**src/hw/rtl/u16u8_pkg.sv**
```systemverilog
// Package for the UTF-16 to UTF-8 transcoder.
// Holds the job type passed from front to back, status codes and the byte encoder.
// No dependencies.
package u16u8_pkg;

    localparam logic       KIND_DATA = 1'b0;
    localparam logic       KIND_END  = 1'b1;

    localparam logic [1:0] ST_DATA = 2'd0;
    localparam logic [1:0] ST_OK   = 2'd1;
    localparam logic [1:0] ST_FAIL = 2'd2;

    localparam logic [1:0] LEN_1 = 2'd0;
    localparam logic [1:0] LEN_2 = 2'd1;
    localparam logic [1:0] LEN_3 = 2'd2;
    localparam logic [1:0] LEN_4 = 2'd3;

    typedef struct packed {
        logic        is_end;
        logic        fail;
        logic [20:0] cp;
        logic [1:0]  lm1;
    } t_job;

    function automatic logic [7:0] f_utf8_byte(input logic [20:0] cp, input logic [1:0] lm1,
                                               input logic [1:0] idx);
        logic [7:0] b;
        b = 8'h00;
        unique case (lm1)
            LEN_1: b = {1'b0, cp[6:0]};
            LEN_2: begin
                unique case (idx)
                    2'd0:    b = {3'b110, cp[10:6]};
                    default: b = {2'b10, cp[5:0]};
                endcase
            end
            LEN_3: begin
                unique case (idx)
                    2'd0:    b = {4'b1110, cp[15:12]};
                    2'd1:    b = {2'b10, cp[11:6]};
                    default: b = {2'b10, cp[5:0]};
                endcase
            end
            default: begin
                unique case (idx)
                    2'd0:    b = {5'b11110, cp[20:18]};
                    2'd1:    b = {2'b10, cp[17:12]};
                    2'd2:    b = {2'b10, cp[11:6]};
                    default: b = {2'b10, cp[5:0]};
                endcase
            end
        endcase
        return b;
    endfunction

endpackage

```
**src/hw/rtl/utf16_to_utf8_transcoder.sv**
```systemverilog
// UTF-16 byte stream to UTF-8 byte stream transcoder, top level.
// Instantiates u16u8_front, u16u8_fifo and u16u8_back; depends on u16u8_pkg.
//
// Input bytes are taken one per cycle while the job queue (QDEPTH entries) has
// room; each accepted byte is classified in that cycle. The back end sends one
// output byte per cycle while the output is not stalled: two input bytes give
// one to three output bytes (four for a surrogate pair spread over four input
// bytes). The input keeps up one byte per cycle for one- and two-byte characters
// and surrogate pairs while the output is not stalled, and falls behind for
// three-byte characters, limited by the single-byte output register.
// tuser on the input is the end marker; tuser on the output is the status
// (0 data, 1 end ok, 2 end failed) and tlast marks the last byte of a run.
module utf16_to_utf8_transcoder #(
    parameter int QDEPTH = 4
) (
    input  logic       i_clk,
    input  logic       i_rst_n,
    input  logic       i_cfg_valid,
    output logic       o_cfg_ready,
    input  logic       i_cfg_data,       // big_endian
    input  logic       i_s_axis_tvalid,
    output logic       o_s_axis_tready,
    input  logic [7:0] i_s_axis_tdata,   // [7:0] data_byte
    input  logic       i_s_axis_tuser,   // [0] kind
    output logic       o_m_axis_tvalid,
    input  logic       i_m_axis_tready,
    output logic [7:0] o_m_axis_tdata,   // [7:0] utf8_byte
    output logic       o_m_axis_tlast,
    output logic [1:0] o_m_axis_tuser    // [1:0] status
);
    import u16u8_pkg::*;

    logic full, empty, push, pop, accept;
    t_job job_in, head;

    assign o_cfg_ready     = 1'b1;
    assign o_s_axis_tready = ~full;
    assign accept          = i_s_axis_tvalid & ~full;

    u16u8_front u_front (
        .i_clk       (i_clk),
        .i_rst_n     (i_rst_n),
        .i_cfg_valid (i_cfg_valid),
        .i_cfg_data  (i_cfg_data),
        .i_accept    (accept),
        .i_kind      (i_s_axis_tuser),
        .i_byte      (i_s_axis_tdata),
        .o_push      (push),
        .o_job       (job_in)
    );

    u16u8_fifo #(.DEPTH(QDEPTH)) u_fifo (
        .i_clk   (i_clk),
        .i_rst_n (i_rst_n),
        .i_push  (push),
        .i_job   (job_in),
        .i_pop   (pop),
        .o_head  (head),
        .o_full  (full),
        .o_empty (empty)
    );

    u16u8_back u_back (
        .i_clk    (i_clk),
        .i_rst_n  (i_rst_n),
        .i_head   (head),
        .i_empty  (empty),
        .o_pop    (pop),
        .o_tvalid (o_m_axis_tvalid),
        .i_tready (i_m_axis_tready),
        .o_tdata  (o_m_axis_tdata),
        .o_tlast  (o_m_axis_tlast),
        .o_tuser  (o_m_axis_tuser)
    );

endmodule

```
**src/hw/rtl/u16u8_front.sv**
```systemverilog
// Front end: pairs input bytes into code units, joins surrogates, tracks errors.
// Produces one job per code point or end marker. Depends on u16u8_pkg.
module u16u8_front (
    input  logic              i_clk,
    input  logic              i_rst_n,
    input  logic              i_cfg_valid,
    input  logic              i_cfg_data,
    input  logic              i_accept,
    input  logic              i_kind,
    input  logic [7:0]        i_byte,
    output logic              o_push,
    output u16u8_pkg::t_job   o_job
);
    import u16u8_pkg::*;

    logic       r_big_endian;
    logic       r_odd, n_odd;
    logic [7:0] r_held, n_held;
    logic       r_pend, n_pend;
    logic [9:0] r_hi, n_hi;
    logic       r_err, n_err;
    logic       r_seen, n_seen;
    logic [15:0] unit;
    logic        unit_hi, unit_lo;

    assign unit    = r_big_endian ? {r_held, i_byte} : {i_byte, r_held};
    assign unit_hi = (unit[15:10] == 6'b110110);
    assign unit_lo = (unit[15:10] == 6'b110111);

    always_comb begin
        n_odd  = r_odd;
        n_held = r_held;
        n_pend = r_pend;
        n_hi   = r_hi;
        n_err  = r_err;
        n_seen = r_seen;
        o_push = 1'b0;
        o_job  = '0;
        if (i_accept) begin
            if (i_kind == KIND_END) begin
                o_push     = 1'b1;
                o_job.is_end = 1'b1;
                o_job.fail = r_err | r_odd | r_pend | ~r_seen;
                n_odd  = 1'b0;
                n_held = 8'h00;
                n_pend = 1'b0;
                n_hi   = 10'h000;
                n_err  = 1'b0;
                n_seen = 1'b0;
            end else begin
                n_seen = 1'b1;
                if (!r_err) begin
                    if (!r_odd) begin
                        n_held = i_byte;
                        n_odd  = 1'b1;
                    end else begin
                        n_odd = 1'b0;
                        if (r_pend) begin
                            n_pend = 1'b0;
                            if (unit_lo) begin
                                o_push    = 1'b1;
                                o_job.cp  = 21'({r_hi, unit[9:0]}) + 21'h10000;
                                o_job.lm1 = LEN_4;
                            end else begin
                                n_err = 1'b1;
                            end
                        end else if (unit_hi) begin
                            n_pend = 1'b1;
                            n_hi   = unit[9:0];
                        end else if (unit_lo) begin
                            n_err = 1'b1;
                        end else begin
                            o_push   = 1'b1;
                            o_job.cp = 21'(unit);
                            if (unit[15:7] == 9'h000) begin
                                o_job.lm1 = LEN_1;
                            end else if (unit[15:11] == 5'h00) begin
                                o_job.lm1 = LEN_2;
                            end else begin
                                o_job.lm1 = LEN_3;
                            end
                        end
                    end
                end
            end
        end
    end

    always_ff @(posedge i_clk) begin
        if (!i_rst_n) begin
            r_big_endian <= 1'b0;
            r_odd  <= 1'b0;
            r_held <= 8'h00;
            r_pend <= 1'b0;
            r_hi   <= 10'h000;
            r_err  <= 1'b0;
            r_seen <= 1'b0;
        end else begin
            if (i_cfg_valid) begin
                r_big_endian <= i_cfg_data;
            end
            r_odd  <= n_odd;
            r_held <= n_held;
            r_pend <= n_pend;
            r_hi   <= n_hi;
            r_err  <= n_err;
            r_seen <= n_seen;
        end
    end

endmodule

```
**src/hw/rtl/u16u8_fifo.sv**
```systemverilog
// Short job queue between front and back.
// Depends on u16u8_pkg for the job type.
module u16u8_fifo #(
    parameter int DEPTH = 4
) (
    input  logic            i_clk,
    input  logic            i_rst_n,
    input  logic            i_push,
    input  u16u8_pkg::t_job i_job,
    input  logic            i_pop,
    output u16u8_pkg::t_job o_head,
    output logic            o_full,
    output logic            o_empty
);
    import u16u8_pkg::*;

    localparam int AW = $clog2(DEPTH);
    localparam int CW = $clog2(DEPTH + 1);

    t_job          r_mem [DEPTH];
    logic [AW-1:0] r_wr, r_rd;
    logic [CW-1:0] r_cnt;
    logic          do_push, do_pop;

    assign o_full  = (r_cnt == CW'(DEPTH));
    assign o_empty = (r_cnt == '0);
    assign o_head  = r_mem[r_rd];
    assign do_push = i_push & ~o_full;
    assign do_pop  = i_pop & ~o_empty;

    always_ff @(posedge i_clk) begin
        if (do_push) begin
            r_mem[r_wr] <= i_job;
        end
    end

    always_ff @(posedge i_clk) begin
        if (!i_rst_n) begin
            r_wr  <= '0;
            r_rd  <= '0;
            r_cnt <= '0;
        end else begin
            if (do_push) begin
                r_wr <= (r_wr == AW'(DEPTH - 1)) ? '0 : r_wr + 1'b1;
            end
            if (do_pop) begin
                r_rd <= (r_rd == AW'(DEPTH - 1)) ? '0 : r_rd + 1'b1;
            end
            if (do_push && !do_pop) begin
                r_cnt <= r_cnt + 1'b1;
            end else if (do_pop && !do_push) begin
                r_cnt <= r_cnt - 1'b1;
            end
        end
    end

endmodule

```
**src/hw/rtl/u16u8_back.sv**
```systemverilog
// Back end: expands each job into UTF-8 bytes or one end record, one per cycle while the output is not stalled.
// Drives the registered output stream. Depends on u16u8_pkg.
module u16u8_back (
    input  logic            i_clk,
    input  logic            i_rst_n,
    input  u16u8_pkg::t_job i_head,
    input  logic            i_empty,
    output logic            o_pop,
    output logic            o_tvalid,
    input  logic            i_tready,
    output logic [7:0]      o_tdata,
    output logic            o_tlast,
    output logic [1:0]      o_tuser
);
    import u16u8_pkg::*;

    logic       r_busy;
    t_job       r_job;
    logic [1:0] r_idx;
    logic       r_ovalid;
    logic [7:0] r_obyte;
    logic       r_olast;
    logic [1:0] r_ostat;
    t_job       cur;
    logic [1:0] idx;
    logic       out_free, have_job, last;

    assign out_free = ~r_ovalid | i_tready;
    assign have_job = r_busy | ~i_empty;
    assign cur      = r_busy ? r_job : i_head;
    assign idx      = r_busy ? r_idx : 2'd0;
    assign last     = cur.is_end | (idx == cur.lm1);
    assign o_pop    = out_free & ~r_busy & ~i_empty;

    always_ff @(posedge i_clk) begin
        if (out_free && have_job) begin
            r_job   <= cur;
            r_idx   <= idx + 2'd1;
            r_obyte <= cur.is_end ? 8'h00 : f_utf8_byte(cur.cp, cur.lm1, idx);
            r_olast <= last;
            r_ostat <= cur.is_end ? (cur.fail ? ST_FAIL : ST_OK) : ST_DATA;
        end
    end

    always_ff @(posedge i_clk) begin
        if (!i_rst_n) begin
            r_busy   <= 1'b0;
            r_ovalid <= 1'b0;
        end else if (out_free) begin
            r_ovalid <= have_job;
            r_busy   <= have_job & ~last;
        end
    end

    assign o_tvalid = r_ovalid;
    assign o_tdata  = r_obyte;
    assign o_tlast  = r_olast;
    assign o_tuser  = r_ostat;

endmodule

```
**config.mk**
```make
export PLATFORM = sky130hd
export DESIGN_NAME = utf16_to_utf8_transcoder
export DESIGN_NICKNAME = d
export VERILOG_FILES = /design/src/hw/rtl/u16u8_pkg.sv /design/src/hw/rtl/utf16_to_utf8_transcoder.sv /design/src/hw/rtl/u16u8_front.sv /design/src/hw/rtl/u16u8_fifo.sv /design/src/hw/rtl/u16u8_back.sv
export SDC_FILE = /design/constraint.sdc
export NUM_CORES = 1
export LEC_CHECK = 0
export ABC_CLOCK_PERIOD_IN_PS = 5300
export BUFFER_PORTS_ARGS = -buffer_cell sky130_fd_sc_hd__buf_2
export CAP_MARGIN = 20
export CORE_UTILIZATION = 55
export CTS_CLUSTER_DIAMETER = 100
export CTS_CLUSTER_SIZE = 28
export DETAILED_ROUTE_END_ITERATION = 12
export PLACE_DENSITY = 0.72
export SLEW_MARGIN = 25
export SYNTH_ARGS = -nofsm -noshare
export SYNTH_HDL_FRONTEND = slang
export SYNTH_SLANG_ARGS = --single-unit
```
**constraint.sdc**
```tcl
create_clock -name i_clk -period 5.3 [get_ports i_clk]
set_input_delay 0.795 -clock i_clk [delete_from_list [all_inputs] [get_ports i_clk]]
set_output_delay 0.795 -clock i_clk [all_outputs]
set_load 0.02 [all_outputs]
```
==> qor.txt, run 1 <==
Status: completed
Hold Vio Cnt, Final: 0
# IOs: 29
Worst-path clk slew: 60 ps
Worst VDD drop: 0.226 mV
Antenna violations before repair: 0
GRT overflow: 0
R2R setup slack: 1470 ps
Setup Fix Bufs, Post-CTS: 0
IO buf count: 27
Slew Limit Fails: 0
Synthesis-to-layout area growth: 11.6%
Hold buffer count at cts: 0
Final Core Density: 62.9%
Worst Hold Class: reg2reg
Worst-path cell chain: buf_4, mux2_2, a21oi_1, o21bai_1, and2_1, inv_2, ha_1, inv_1, fa_1, xor2_1, or3_1, a21boi_0
Slew HR: 37.7%
Critical path startpoint category: register
CP Buf/Inv Count: 3
Top cells by count, synth: edfxtp_1, nand2_1, dfxtp_1, nor2_1, mux2i_1
Vias in the first global route: 4851
Root Buffer: clkbuf_16
Core ar.: 13900 um^2
Critical Path AT: 4170 ps
Largest net degree at the start of global routing: 39
Die ar.: 14700 um^2
Drt drc: 0
TritonCTS clock tree: yes
Top cells by area, synth: edfxtp_1, dfxtp_1, mux4_2, mux2i_1, nand2_1
GPL Wtd Cong: 0.927
Kind of critical path: reg2reg
Synth area leader: edfxtp_1
Max-cap violations: 0
Initial Utilization: 56.4%
Final setup margin: 1470 ps
WP depth: 12
Multi-input logic area: 2740 um^2
Drt initial violations: 484
Sequential share of the synthesized area: 61.7%
Syn Nets: 612
Global-route wire length before repair: 25600 um
Yosys warning total: 0
TritonRoute pass-1 iters: 6
DPL Wire Length: 10600 um
CP max FO: 12
Register bit count reported by yosys: 172
Fin crit share: 72.2%
Gr usage total: 23.5%
RSZ-0062 raised after global routing: false
Clock skew: 8.59 ps
Fin area: 8730 um^2
Pre-CTS setup slack: 1440 ps
Via count: 4871
Slowest stage cell, crit path: dfxtp_1
Layout Nets: 632
Final WL: 15600 um
Syn Area/Cell: 13.4 um^2
Register area: 4830 um^2
Post-synth EDFFs: 138
Async S/R FF share, synth: 0%
Worst setup EP type: register
Post-synthesis cell area: 7820 um^2
Fillers: 1051
Power per Cell Area: 564 nW/um^2
Reg2Reg Depth: 12
Site Rows: 43
Post-DRT Antenna Nets: 0
Lkg Pwr: 3.12 nW
Final setup viols: 0
Maximum root-to-sink buffer count: 2
Fin Setup TNS: 0 ps
Hold Crit Depth: 2
Max Clk Rate: 0.261 GHz
N_diodes: 0
Die X: 121 um
Share of the synthesized area in the top cell type: 53.0%
Most frequent cell after synthesis: edfxtp_1
Synth Flop Type: edfxtp_1
Total power: 0.00493 W
Worst-Margin Slew: 928 ps
Vias per inst: 6.11
CTS sink cnt: 172
Crit-path max cell delay: 570 ps
Worst Path Required: 5640 ps
Count of different cell masters after synthesis: 64
Family with the most delay on the worst path: compound AO/OA/AOI/OAI gates
Layout cells sized above 1: 18.0%
Htree depth: 4
Cell Area, Placed: 8060 um^2
Minimum clock period: 3830 ps
Worst-skew pair later-pin latency: 420 ps
Total CTS buffers: 17
DIE HEIGHT: 121 um
Post-CTS sizing: 0
Syn Inst Count: 584
Drt wl/cell: 19.6 um
==> final timing paths <==
path | startpoint | to
setup reg to reg | u_front.r_big_endian | u_fifo.r_cnt[2]
setup / recovery | u_front.r_big_endian | u_fifo.r_cnt[2]
hold / removal | u_front.r_hi[2] | u_front.r_hi[2]
hold reg to reg | u_front.r_hi[2] | u_front.r_hi[2]
==> report_power, final <==
part           switching [W]  leakage (nW)  internal [W]
Combinational        0.00100          1.17      0.000628
Clock               0.000492         0.307      0.000851
Sequential          0.000124          1.65       0.00183
Total                0.00162          3.12       0.00331
==> flip-flops by register name, summed over array words and instances, names as in the netlist, 2 cells and up, named ones only <==
register and cells:
u_back.o_tuser 2, u_front.r_hi 10, u_fifo.r_cnt 3, u_back.r_job 25, u_fifo.r_wr 2, u_back.o_tdata 8
u_fifo.r_mem 100, u_fifo.r_rd 2, u_back.r_idx 2, u_front.r_held 8
==> cells by family (layout without fill, tap and decap cells) <==
| logic type | count (synthesis) | after routing | synth area share [%] |
|---|---|---|---|
| AND/OR/NAND/NOR | 189 | 189 | 12.1 |
| flip-flops | 172 | 172 | 61.7 |
| AO/OA/AOI/OAI | 92 | 92 | 9.34 |
| buffers and inverters | 56 | 89 | 3.45 |
| multiplexers | 55 | 55 | 10.5 |
| adder cells (fa/ha/maj) | 13 | 13 | 2.17 |
| XOR/XNOR | 6 | 6 | 0.672 |
| other | 1 | 1 | 0.0479 |
==> cell usage in the layout (no fill, tap or decap), types with 11 or more instances in the layout <==
| cell | n |
|---|---|
| a21oi_1 | 13 |
| a22oi_1 | 16 |
| and2_1 | 11 |
| buf_2 | 27 |
| clkbuf_16 | 17 |
| dfxtp_1 | 33 |
| edfxtp_1 | 138 |
| ha_1 | 12 |
| inv_1 | 17 |
| mux2i_1 | 23 |
| mux4_2 | 20 |
| nand2_1 | 57 |
| nand3_1 | 11 |
| nor2_1 | 33 |
| nor2b_1 | 19 |
| nor3_1 | 17 |
==> worst reg2reg max path: stages, from the launching register on <==
cell and delay (ps):
dfxtp_1 570, buf_4 290, mux2_2 410, a21oi_1 380, o21bai_1 380, and2_1 320, inv_2 80, ha_1 170
inv_1 60, fa_1 430, xor2_1 170, or3_1 300, a21boi_0 170
==> through the flow <==
step / hold WS [ps] / cells
4_1_cts: 470 / 796
2_1_floorplan: 430 / 584
5_1_grt: 494 / 797
3_3_place_gp: 449 / 764
6_report: 481 / 797
3_5_place_dp: 450 / 764
==> area by class of cell <==
cell class                 instances  area share, %
clock buffer                      22           5.20
tap                              180           2.58
clock inverter                    10           2.15
sequential                       172           55.3
timing repair buffer              36           2.55
inverter                          21          0.903
multi-input combinational        356           31.3
==> per-layer routing <==
metal	global-route usage, %	part of all wire [%]
met5	0	0
met1	30.9	44
met4	11.8	2.9
met2	37.6	48
met3	4.46	4.4
No activity file was read; power rests on OpenSTA's default activity.
==> run 2, diff against run 1 <==
ABC_AREA = 1   (was default)
ABC_CLOCK_PERIOD_IN_PS = 3600   (was 5300)
clock period = 3.6 ns   (was 5.3 ns; I/O delays follow)
==> qor.txt, run 2 <==
Slew Limit Fails: 0 (unchanged)
Setup Fix Bufs, Post-CTS: 0 (unchanged)
N_diodes: 0 (unchanged)
Status: finished, violations left
CTS sink cnt: 172 (unchanged)
Max-cap violations: 0 (unchanged)
Critical path startpoint category: register
Root Buffer: clkbuf_16
Most common cell after layout, fill and taps aside: nand2_1
DIE HEIGHT: 125 um (+3.1%)
Antenna violations before repair: 0 (unchanged)
Largest net degree at the start of global routing: 52 (+33%)
Synth Area in Adders: 2.05% (-0.13 points)
Final WL: 17400 um (+11%)
Clock share of power: 26.6% (-0.7 points)
Global-route wire length before repair: 28500 um (+11%)
Register bit count reported by yosys: 172 (unchanged)
GPL Wtd Cong: 0.902 (-2.7%)
Drt drc: 4 (+4)
Worst setup EP type: register
Flop pwr share: 40.7% (+1.1 points)
Commonest cells after routing, fill and taps aside: nand2_1, edfxtp_1, nor2_1
Die ar.: 15600 um^2 (+6.2%)
Via count: 6116 (+26%)
Post-synthesis simple-gate area fraction: 26.9% (+15 points)
Sw Ratio: 34.9% (+2.0 points)
Fillers: 1243 (+18%)
Sequential share of the synthesized area: 58.0% (-3.7 points)
Gr usage total: 23.7% (+0.19 points)
Post-CTS sizing: 0 (unchanged)
TritonCTS clock tree: yes
Vias per inst: 5.39 (-12%)
Largest regs: u_fifo.r_mem (100), u_back.r_job (25), u_front.r_hi (10)
Mux share of post-synthesis cell area: 0% (-11 points)
Most frequent cell after synthesis: nand2_1
Share of the synthesized area in the top cell type: 49.8% (-3.1 points)
Clock skew: 7.70 ps (-0.893 ps)
Kind of critical path: reg2reg
Htree depth: 4 (unchanged)
Logic pwr share: 32.7% (-0.4 points)
Final setup viols: 0 (unchanged)
Maximum root-to-sink buffer count: 2 (unchanged)
Switch Pwr: 0.00241 W (+48%)
Worst-Margin Slew: 838 ps (-90.2 ps)
# IOs: 29 (unchanged)
Site Rows: 44 (+2.3%)
Layout cells sized above 1: 11.9% (-6.1 points)
Post-DRT Antenna Nets: 0 (unchanged)
Initial Utilization: 56.8% (+0.44 points)
Total CTS buffers: 17 (unchanged)
Top cells by count, synth: nand2_1, edfxtp_1, nor2_1, nand3_1, inv_1
Fin crit share: 73.4% (+1.2 points)
Synth Area in Compound Gates: 6.24% (-3.1 points)
Slew HR: 44.1% (+6.4 points)
DPL Wire Length: 11400 um (+8.2%)
Fin Setup TNS: 0 ps (unchanged)
Worst-skew pair later-pin latency: 420 ps (about the same)
Worst Path Required: 3900 ps (-1740 ps)
RSZ-0062 raised after global routing: false
Drt initial violations: 584 (+21%)
Syn Inst Count: 917 (+57%)
Power Internal: 0.00448 W (+36%)
Async S/R FF share, synth: 0% (unchanged)
Synthesis-to-layout area growth: 10.4%
Failing checks: design-rule violations
TritonRoute pass-1 iters: 9 (+3)
Yosys warning total: 0 (unchanged)
Die X: 125 um (+3.1%)
Hold Vio Cnt, Final: 0 (unchanged)
Vias in the first global route: 5667 (+17%)
Minimum clock period: 2640 ps (-1190 ps)
Layout Nets: 966 (+53%)
Count of different cell masters after synthesis: 41 (-36%)
Worst VDD drop: 0.343 mV (+52%)
Largest reg by FF count: u_fifo.r_mem
Top cells by area, synth: edfxtp_1, nand2_1, dfxtp_1, nand3_1, nor2_1
Synth area leader: edfxtp_1
Syn Nets: 945 (+54%)
Critical Path AT: 2950 ps (-1220 ps)
Main combinational cell family by area after synthesis: simple AND/OR/NAND/NOR gates
Post-synth EDFFs: 138 (unchanged)
Lkg Pwr: 3.85 nW (+23%)
Max FFs per register: 100 (unchanged)
Synth Flop Type: edfxtp_1
IO buf count: 27 (unchanged)
Post-synthesis cell area: 8320 um^2 (+6.3%)
XOR/XNOR Fraction of Synth Area: 0.211% (-0.46 points)
CP max FO: 13 (+1)
Hold buffer count at cts: 0 (unchanged)
Power per Cell Area: 750 nW/um^2 (+33%)
Max Clk Rate: 0.378 GHz (+45%)
Worst-path clk slew: 60 ps (about the same)
Drt wl/cell: 15.4 um (-22%)
GRT overflow: 0 (unchanged)
Final Core Density: 62.7% (-0.19 points)
Worst Hold Class: in2reg
Core ar.: 14600 um^2 (+5.5%)
Syn Area/Cell: 9.07 um^2 (-32%)
==> run 2: cell types whose count changed in the layout (fill, tap and decap cells not counted), moves of 11 or more <==
| cell | delta |
|---|---|
| mux2i_1 | -23 |
| nand3_1 | +82 |
| nand2_1 | +171 |
| nor2_1 | +80 |
| or2_2 | +16 |
| a21oi_1 | +20 |
| a22oi_1 | -13 |
| o21ai_1 | +11 |
| inv_1 | +73 |
| nor2b_1 | -19 |
| mux4_2 | -20 |
| o21ai_0 | +29 |
==> run 2: critical path: stages, from the launching register on <==
cell and delay, ps:
dfxtp_1 310, inv_1 230, nand2_1 120, nand2_1 120, nand2_2 70, nor2_4 150, nand3_2 140, nand2_2 130
nand3_4 70, nand2_2 80, ha_1 140, inv_1 70, fa_1 430, a21oi_1 150, o21ai_0 110, o21ai_0 160
a21oi_1 50
==> run 2: path summary, 6_finish.rpt <==
| check | start | to | slack, ps | cells past startpoint |
|---|---|---|---|---|
| max | u_front.r_big_endian | u_fifo.r_cnt[2] | 960 | 16 |
| min reg2reg | u_front.r_held[0] | u_front.r_held[0] | 470 | 2 |
| max reg2reg | u_front.r_big_endian | u_fifo.r_cnt[2] | 960 | 16 |
| min | i_cfg_data | u_front.r_big_endian | 350 | 3 |
==> run 2: cell families after synthesis <==
group / Yosys count
other: 1
xor gates and xnor gates: 2
buffers and inverters: 131
AOI/OAI and AO/OA: 96
and+or+nand+nor: 502
adders and majority gates: 13
DFF: 172
==> run 2: routing by layer <==
metal  GRT usage (%)  vias up  wire length, um
met5               0        -                0
met4            11.8        0              418
met3            3.64       38              917
met2            38.0      197             8300
met1            31.8     2825             7800
li1                -     3056                -
==> run 2: per-stage QoR <==
stage / instance area, um^2 / instances / total power (W) / setup WS, ps / hold WS, ps
final: 9180 / 1135 / 0.00689 / 957 / 351
after global routing: 9180 / 1135 / 0.00733 / 595 / 372
after CTS: 9180 / 1135 / 0.00691 / 952 / 332
after detailed placement: 8590 / 1103 / 0.00508 / 706 / 456
after global placement: 8590 / 1103 / 0.00503 / 799 / 452
after floorplan: 8320 / 917 / 0.00450 / 641 / 445
==> run 2: cell type report <==
class                   count  area, um^2  area share [%]
flip-flops and latches    172        4820            52.5
multi-input cells         614        2960            32.2
clock buffers              26         509            5.54
inverters                  94         353            3.84
well taps                 184         230            2.51
repair buffers             39         225            2.45
clock inverters             6        82.6           0.899
==> run 2: power groups by stage <==
stage | clock network [W] | registers [W] | logic (W)
final | 0.00183 | 0.00281 | 0.00225
after global placement | 0 | 0.00283 | 0.00220
after CTS | 0.00185 | 0.00281 | 0.00225
after floorplan | 0 | 0.00291 | 0.00158
after detailed placement | 0 | 0.00285 | 0.00223
after global routing | 0.00193 | 0.00285 | 0.00255
